## config.mk

```make
export PLATFORM = sky130hd
export DESIGN_NAME = mtd_ctrl
export DESIGN_NICKNAME = d
export VERILOG_FILES = /design/src/rtl/core/assert_macros.svh /design/src/rtl/core/mtd_pkg.sv /design/src/rtl/core/mtd_ctrl.sv
export SDC_FILE = /design/constraint.sdc
export NUM_CORES = 1
export LEC_CHECK = 0
export ABC_AREA = 1
export BUFFER_PORTS_ARGS = -buffer_cell sky130_fd_sc_hd__buf_2
export CAP_MARGIN = 20
export CORE_AREA = 5 5 42 44
export CTS_CLUSTER_DIAMETER = 150
export DETAILED_ROUTE_END_ITERATION = 16
export DIE_AREA = 0 0 47 49
export SYNTH_ARGS = -nofsm -noshare
export SYNTH_HDL_FRONTEND = slang
export SYNTH_SLANG_ARGS = --single-unit
```

## constraint.sdc

```tcl
create_clock -name clk -period 1.53 [get_ports clk]
set_input_delay 0.153 -clock clk [delete_from_list [all_inputs] [get_ports clk]]
set_output_delay 0.153 -clock clk [all_outputs]
set_load 0.005 [all_outputs]
```

## src/rtl/core/assert_macros.svh

```systemverilog
// Assertion helpers
`ifndef ASSERT_MACROS_SVH
`define ASSERT_MACROS_SVH
`ifndef SYNTHESIS
`define AST_CLK(lbl, prop, msg) \
  lbl: assert property (@(posedge clk) disable iff (!rst_n) prop) else $error(msg);
`define AST_NEVER(lbl, expr, msg) \
  lbl: assert property (@(posedge clk) disable iff (!rst_n) !(expr)) else $error(msg);
`else
`define AST_CLK(lbl, prop, msg)
`define AST_NEVER(lbl, expr, msg)
`endif
`endif

```

## src/rtl/core/mtd_pkg.sv

```systemverilog
`timescale 1ns / 1ps
package mtd_pkg;
  localparam int SLOTS = 512;
  localparam int FIRE_LIMIT = 8;
  localparam int SW = $clog2(SLOTS);
  localparam int PW = SW + 1;
  localparam int CW = $clog2(FIRE_LIMIT + 1);
  localparam int FW = (FIRE_LIMIT > 1) ? $clog2(FIRE_LIMIT) : 1;

  localparam logic [1:0] MODE_REG   = 2'd0;
  localparam logic [1:0] MODE_DEREG = 2'd1;
  localparam logic [1:0] MODE_TICK  = 2'd2;
  localparam logic [1:0] MODE_QUERY = 2'd3;

  localparam logic [1:0] CFG_TICK_INTERVAL = 2'd0;
  localparam logic [1:0] CFG_MIN_TICK      = 2'd1;
  localparam logic [1:0] CFG_DEBOUNCE      = 2'd2;
  localparam logic [1:0] CFG_MAX_FIRES     = 2'd3;

  typedef struct packed {
    logic        active;
    logic        periodic;
    logic [31:0] interval;
    logic [31:0] arm;
  } entry_t;

  typedef struct packed {
    logic clear;
    logic load;
    logic reg_scan;
    logic fire_scan;
    logic next_scan;
    logic to_next;
    logic emit;
  } cmd_t;

  typedef struct packed {
    logic clear_done;
    logic reg_done;
    logic fire_done;
    logic next_done;
    logic out_last;
  } sts_t;
endpackage

```

## src/rtl/core/mtd_ctrl.sv

```systemverilog
`timescale 1ns / 1ps
module mtd_ctrl (
  input  logic          clk,
  input  logic          rst_n,
  input  logic          in_tvalid,
  output logic          in_tready,
  input  logic [1:0]    in_mode,
  output logic          out_tvalid,
  input  logic          out_tready,
  input  mtd_pkg::sts_t sts,
  output mtd_pkg::cmd_t cmd
);
  import mtd_pkg::*;

  localparam logic [2:0] S_CLEAR = 3'd0;
  localparam logic [2:0] S_IDLE  = 3'd1;
  localparam logic [2:0] S_REG   = 3'd2;
  localparam logic [2:0] S_FIRE  = 3'd3;
  localparam logic [2:0] S_NEXT  = 3'd4;
  localparam logic [2:0] S_OUT   = 3'd5;

  logic [2:0] state_r, state_nxt;
  logic       acc;

  assign in_tready  = (state_r == S_IDLE);
  assign out_tvalid = (state_r == S_OUT);
  assign acc        = in_tvalid && in_tready;

  always_comb begin
    cmd           = '0;
    cmd.clear     = (state_r == S_CLEAR);
    cmd.load      = acc;
    cmd.reg_scan  = (state_r == S_REG);
    cmd.fire_scan = (state_r == S_FIRE);
    cmd.next_scan = (state_r == S_NEXT);
    cmd.to_next   = (state_r == S_FIRE) && sts.fire_done;
    cmd.emit      = out_tvalid && out_tready;
  end

  always_comb begin
    state_nxt = state_r;
    unique case (state_r)
      S_CLEAR: if (sts.clear_done) state_nxt = S_IDLE;
      S_IDLE: begin
        if (acc) begin
          unique case (in_mode)
            MODE_REG:  state_nxt = S_REG;
            MODE_TICK: state_nxt = S_FIRE;
            default:   state_nxt = S_OUT;
          endcase
        end
      end
      S_REG:  if (sts.reg_done) state_nxt = S_OUT;
      S_FIRE: if (sts.fire_done) state_nxt = S_NEXT;
      S_NEXT: if (sts.next_done) state_nxt = S_OUT;
      S_OUT:  if (cmd.emit && sts.out_last) state_nxt = S_IDLE;
      default: state_nxt = S_CLEAR;
    endcase
  end

  always_ff @(posedge clk) begin
    if (!rst_n) state_r <= S_CLEAR;
    else        state_r <= state_nxt;
  end
endmodule

```

# == After elaboration in Yosys (flattened, before gate mapping) ==
# Cells that the tools add are included.
# totals
ff_bits,3
inputBits,11
word_cells,28
# classes
reduce_logical,7
eq_ne,12
mux,8
# op_table
op,n
two-way mux 3 bit,6
case mux 3 bit (6 select lines),1
"!= test 2 bit, second input constant",4
"== test 3 x 2 -> 1 bit, second input constant",2
"== test 3 bit, second input constant",2
case mux 3 bit (2 select lines),1
AND reduction 6 bit,1
logical AND 1 bit,4
"!= test 2 x 1 -> 1 bit, second input constant",2
"== test 3 x 1 -> 1 bit, second input constant",1
zero test 3 bit,1
"== test 2 bit, second input constant",1
zero test 2 bit,1

# == Depth between registers and ports, before layout ==
# Gate-level depths: netlist (run 1).
# logic_depth
word_depth,5
mapped_depth,9

# == Least setup slack after synthesis (run 1) ==
# OpenSTA, ideal clock, no wires.
# synth_timing
path_type,reg2reg
start,register state_r[2]
end,register state_r[1]
slack_ns,0.428
t_required_ns,1.416
setup_time_ns,0.114
arrival_ns,0.988
n_path_buf,1
stages_incl_launch_ff,10
cell_sequence,dfxtp_1 -> buf_6 -> inv_4 -> nand3_1 -> nor2_1 -> nor2_2 -> nand2_2 -> nand2_1 -> nand2_1 -> nor2_2
# synth_via
elab_chain_len,5
elab_cells_between_ends,17
cone_classes,11 x eq/ne; 1 x mux; 5 x reduce/logical
# synth_lines
element,line,source
"start, declared",mtd_ctrl.sv:22,"logic [2:0] state_r, state_nxt;"
"start signal, assigned",mtd_ctrl.sv:63,else state_r <= state_nxt;
== test 3 bit,"mtd_ctrl.sv:26, mtd_ctrl.sv:42",
logical AND 1 bit,mtd_ctrl.sv:37,cmd.emit = out_tvalid && out_tready;
logical AND 1 bit,mtd_ctrl.sv:56,S_OUT: if (cmd.emit && sts.out_last) state_nxt = S_IDLE;
!= test 2 x 1 -> 1 bit (no line),-,
AND reduction 6 bit (no line),-,
# Parallel ways exist; a longest one is shown, timed or not.
# A chain may end at the register's enable or synchronous reset.

==> results of run 1 <==
[cells by family after synthesis]
logic type / Yosys count / share of synthesized area (%)
AOI/OAI and AO/OA: 2 / 3.05
DFF: 3 / 18.3
and+or+nand+nor: 40 / 55.0
buffers and inverters: 17 / 23.7
[worst min-delay path, cell delays in order]
cell,delay [ns]
buf_2,0.11
nand2_1,0.06
nor2_1,0.03
[stage by stage]
stage	worst slack, ns	instance area [um^2]	hold WS, ns	instances
4_1_cts	0.200	450	0.161	99
2_1_floorplan	0.428	328	0.273	62
3_3_place_gp	0.248	424	0.407	95
5_1_grt	0.0495	450	0.184	99
3_5_place_dp	0.234	424	0.412	95
6_report	0.206	450	0.166	99
[how the worst max path moves through the flow]
stage / start / to / slack [ns] / depth (start not counted)
floorplan: state_r[2] / state_r[1] / 0.43 / 9
global placement: state_r[2] / state_r[1] / 0.25 / 7
detailed placement: state_r[2] / state_r[2] / 0.23 / 7
CTS: state_r[2] / cmd[5] / 0.20 / 4
global route: state_r[2] / state_r[2] / 0.05 / 7
finish: state_r[2] / cmd[5] / 0.21 / 4
[cells in the final DEF (no fill, tap or decap)]
cell,count
a21oi_1,1
buf_2,19
clkbuf_1,1
clkbuf_4,3
dfxtp_1,3
inv_1,13
inv_2,1
inv_4,1
nand2_1,13
nand2_2,1
nand3_1,4
nand3_2,1
nor2_1,13
nor2_2,5
nor3_1,3
o21ai_0,1
[where the power goes]
group          switching [uW]  leakage, uW  internal [uW]  total [uW]
Clock                    41.1    0.0000150           97.7         139
Sequential               61.4    0.0000249            111         173
Combinational             272     0.000265            181         453
[metal layers]
| layer | share of wire [%] | GRT usage [%] | vias to the layer above |
|---|---|---|---|
| met5 | 0 | 0 | - |
| met4 | 0.97 | 4.15 | 0 |
| met3 | 10 | 5.90 | 2 |
| met2 | 47 | 11.8 | 14 |
| met1 | 42 | 11.6 | 168 |
| li1 | - | - | 221 |
[final cells by class]
cell class                      instances  area [um^2]
Clock buffer                            4         26.3
Timing Repair Buffer                   19         95.1
Sequential cell                         3         60.1
Tap cell                               16         20.0
Fill cell                             168          951
Inverter                               15         58.8
Multi-Input combinational cell         42          190
==> flow_metrics.py, run 1 <==
metrics = {
    "status": {
        "status": "complete, no violations",
    },
    "grt": {
        "grt_usage_pct": 9.15,
        "grt_pass1_wl_um": 1520,
        "antenna_found_initial": 0,
        "globalRouteOverflowTotal": 0,
        "grt_pass1_vias": 363,
        "grt_max_degree": 10,
    },
    "hold_path": {
        "min_delay_worst_endpoint": "state_r[0]",
        "min_from": "rst_n",
        "hold_path_depth": 3,
        "hold_class": "input pin to flop",
    },
    "clock_network": {
        "cts_setup_buffers": 0,
        "postCtsHoldBufs": 0,
        "cts_tree": "yes",
        "cts_made_buffers": 3,
        "cts_root_buf": "clkbuf_4",
        "cts.sinks": 3,
        "h-tree-depth": 1,
        "clk_pin_slew_ns": 0.04,
        "clockBufferDepth": 2,
        "clkLatencyLatePin_ns": 0.23,
        "cts_resized": 0,
    },
    "route": {
        "drt-pass1-iter-count": 4,
        "drc": 0,
        "antenna_left": 0,
        "post_drt_via_cell_ratio": 4.09,
        "wire_per_inst_um": 8.37,
        "drt-initial-drc-count": 5,
        "routed_wl_um": 829,
        "vias": 405,
    },
    "worst_setup_path": {
        "crit_type": "flop to output pin",
        "rr_startpoint": "state_r[2]",
        "required_ns": 1.38,
        "reg2reg_depth": 7,
        "start_kind": "flop",
        "path_buf_inv": 2,
        "slowest_stage": "dfxtp_1",
        "end_kind": "output pin",
        "cp_max_fo": 9,
        "r2r-end": "state_r[2]",
        "max_stage_delay_ns": 0.53,
        "arrival_ns": 1.17,
        "reg2reg_slack_ns": 0.23,
        "crit_family": "flip-flops",
        "cp_cell_sequence": "inv_4 > nand3_1 > nor2_1 > buf_2",
    },
    "layout": {
        "largest_register": "state_r",
        "diodes": 0,
        "drive_gt1_share_pct": 37.3,
        "synthToLayoutAreaGrowth_pct": 37.4,
        "largest_reg_flops": 3,
        "top_regs": "state_r: 3 flops",
        "post-route-util_pct": 32.1,
        "fin_nets": 95,
    },
    "sta": {
        "setup_viol_count_final": 0,
        "hold_violations": 0,
        "fmax_ghz": 0.755,
        "fin_skew_ns": 0.000319,
        "timing.final.crit_share_pct": 86.5,
        "setup_tns_ns": 0,
        "worstMarginPinSlew_ns": 0.367,
        "slew_headroom_pct": 75.5,
        "min_period_ns": 1.32,
        "rsz0062_at_grt": "no",
        "slew_viol_final": 0,
    },
    "synth": {
        "synth_edf_count": 0,
        "syn_area_um2": 328,
        "ys_seq_area_share_pct": 18.3,
        "synthCells": 62,
        "ys_warn_count": 0,
        "synth_common_cells": "13 x inv_1, 13 x nand2_1, 13 x nor2_1",
        "yosys-top-cells-area": "dfxtp_1 18%, inv_1 15%, nand2_1 15%, nor2_1 15%, nor2_2 9.5%",
        "synthArstFlopShare_pct": 0,
        "synthesis.nets": 73,
        "yosys.area.top_type_share_pct": 18.3,
        "synth.largest_area_cell": "dfxtp_1",
        "synthFlopType": "dfxtp_1",
        "synth_seq_cells": 3,
        "synthDistinctLibCells": 15,
        "syn_avg_cell_area_um2": 5.29,
    },
    "die": {
        "io_pins": 20,
        "core_um2": 1400,
        "die-area_um2": 2300,
        "die_x_um": 47,
        "fp-row-count": 14,
        "die_h_um": 49,
        "initial_utilization_pct": 23.4,
    },
    "placement": {
        "gp_congestion": 0.816,
        "dp_hpwl_um": 675,
        "io_buffers": 19,
    },
    "power": {
        "p_leak_uw": 0.000305,
        "powerDensity_nw_per_um2": 1700,
        "ir_drop_uv": 825,
        "power_uw": 764,
    },
    "run": {
        "drv_cap": 0,
    },
}
Power figures use the tool's default switching activity.
==> run 2, diff against run 1 <==
Settings changed: GPL_TIMING_DRIVEN set to 0.
==> run 2 against run 1 <==
Sequential cell count did not move. Worst setup slack improved by 0.0023 ns. Global-route usage shrank 1.1 points. Via count is 1.5% lower. Critical path depth up 2. Power up 2.6%. Clock power down 4%. Final cell count up 2.0%.
==> flow_metrics.py, run 2 (synthesized netlist as in run 1, its figures left out) <==
metrics = {
    "placement": {
        "io_buffers": 19,
        "placed_area_um2": 443,
        "gp_congestion": 0.810,
        "dp_hpwl_um": 688,
    },
    "layout": {
        "largest_reg_flops": 3,
        "post-route-util_pct": 33.5,
        "drive_gt1_share_pct": 38.8,
        "top_regs": "state_r: 3 flops",
        "synthToLayoutAreaGrowth_pct": 43.1,
        "diodes": 0,
        "largest_register": "state_r",
        "seqCellArea_um2": 60.1,
        "final_common_cell": "buf_2",
        "design_area_um2": 469,
        "mostFrequentLayoutCells": "19 x buf_2, 13 x inv_1, 13 x nand2_1, 13 x nor2_1, 5 x nor2_2",
        "multi_input_area_um2": 190,
        "fillers": 179,
        "fin_nets": 97,
    },
    "sta": {
        "worstMarginPinSlew_ns": 0.248,
        "setup_viol_count_final": 0,
        "slew_headroom_pct": 83.4,
        "rsz0062_at_grt": "no",
        "setup_tns_ns": 0,
        "slew_viol_final": 0,
        "whs_ns": 0.170,
        "min_period_ns": 1.32,
        "fin_skew_ns": 0.000741,
        "timing.final.crit_share_pct": 86.4,
        "fmax_ghz": 0.757,
        "hold_violations": 0,
    },
    "worst_setup_path": {
        "crit_family": "buffers and inverters",
        "crit_type": "flop to output pin",
        "path_depth": 6,
        "start_kind": "flop",
        "max_stage_delay_ns": 0.30,
        "cp_cell_sequence": "buf_6 > inv_4 > nand3_1 > nor2_1 > buf_4 > buf_2",
        "arrival_ns": 1.17,
        "end_kind": "output pin",
        "slowest_stage": "dfxtp_1",
        "cp_max_fo": 9,
        "reg2reg_depth": 8,
        "path_buf_inv": 4,
        "required_ns": 1.38,
    },
    "route": {
        "drc": 0,
        "vias": 399,
        "antenna_left": 0,
        "routed_wl_um": 810,
        "drt-pass1-iter-count": 4,
        "wire_per_inst_um": 8.02,
        "post_drt_via_cell_ratio": 3.95,
        "drt-initial-drc-count": 4,
    },
    "run": {
        "drv_cap": 0,
    },
    "die": {
        "initial_utilization_pct": 23.4,
        "io_pins": 20,
        "fp-row-count": 14,
        "die-area_um2": 2300,
        "core_um2": 1400,
        "die_h_um": 49,
        "die_x_um": 47,
    },
    "clock_network": {
        "cts_resized": 0,
        "postCtsHoldBufs": 0,
        "cts_setup_buffers": 0,
        "cts_root_buf": "clkbuf_4",
        "clockBufferDepth": 2,
        "cts_made_buffers": 3,
        "cts_tree": "yes",
        "cts.sinks": 3,
        "h-tree-depth": 1,
        "clk_pin_slew_ns": 0.03,
        "clkLatencyLatePin_ns": 0.23,
    },
    "grt": {
        "globalRouteOverflowTotal": 0,
        "grt_pass1_vias": 363,
        "grt_max_degree": 10,
        "antenna_found_initial": 0,
        "grt_usage_pct": 8.02,
        "grt_pass1_wl_um": 1400,
    },
    "power": {
        "powerDensity_nw_per_um2": 1670,
        "p_leak_uw": 0.000316,
        "ir_drop_uv": 638,
    },
    "hold_path": {
        "hold_path_depth": 3,
        "hold_class": "input pin to flop",
    },
    "status": {
        "status": "complete, no violations",
    },
}
-- run 2: metrics by stage --
| step | power, uW | std cells | worst slack (ns) |
|---|---|---|---|
| after floorplan | 521 | 62 | 0.428 |
| after global placement | 656 | 97 | 0.326 |
| after detailed placement | 659 | 97 | 0.313 |
| after CTS | 803 | 101 | 0.180 |
| after global routing | 878 | 101 | 0.0797 |
| final | 785 | 101 | 0.208 |
-- run 2: power breakdown --
part           internal, uW  total (uW)  leakage [uW]  switching [uW]
registers               111         148     0.0000249            37.2
logic                   206         502      0.000277             296
clock network          97.4         134     0.0000150            36.3
-- run 2: cell type report --
cell class              count  area share [%]
repair buffers             19            20.3
flip-flops and latches      3            12.8
multi-input cells          42            40.5
plain buffers               2            4.00
well taps                  16            4.27
inverters                  15            12.5
clock buffers               4            5.60
-- run 2: worst paths after layout --
path                            slack, ns         end  startpoint
worst max-delay path                 0.21      cmd[5]  state_r[2]
worst min-delay path                 0.17  state_r[0]       rst_n
worst max register to register       0.31  state_r[2]  state_r[1]
worst min register to register       0.62  state_r[0]  state_r[0]
-- run 2: worst reg2reg max path: cells and delay by family, from the launching register on --
family / cells / cell delay (ns)
flip-flops: 1 / 0.35
AND/OR/NAND/NOR: 8 / 0.75
-- run 2: layer usage --
metal	up-vias	global-route usage (%)	wire (um)
met4	0	4.15	0
met1	161	9.63	318
met3	0	1.85	83
li1	225	-	-
met5	-	0	0
met2	13	12.7	409
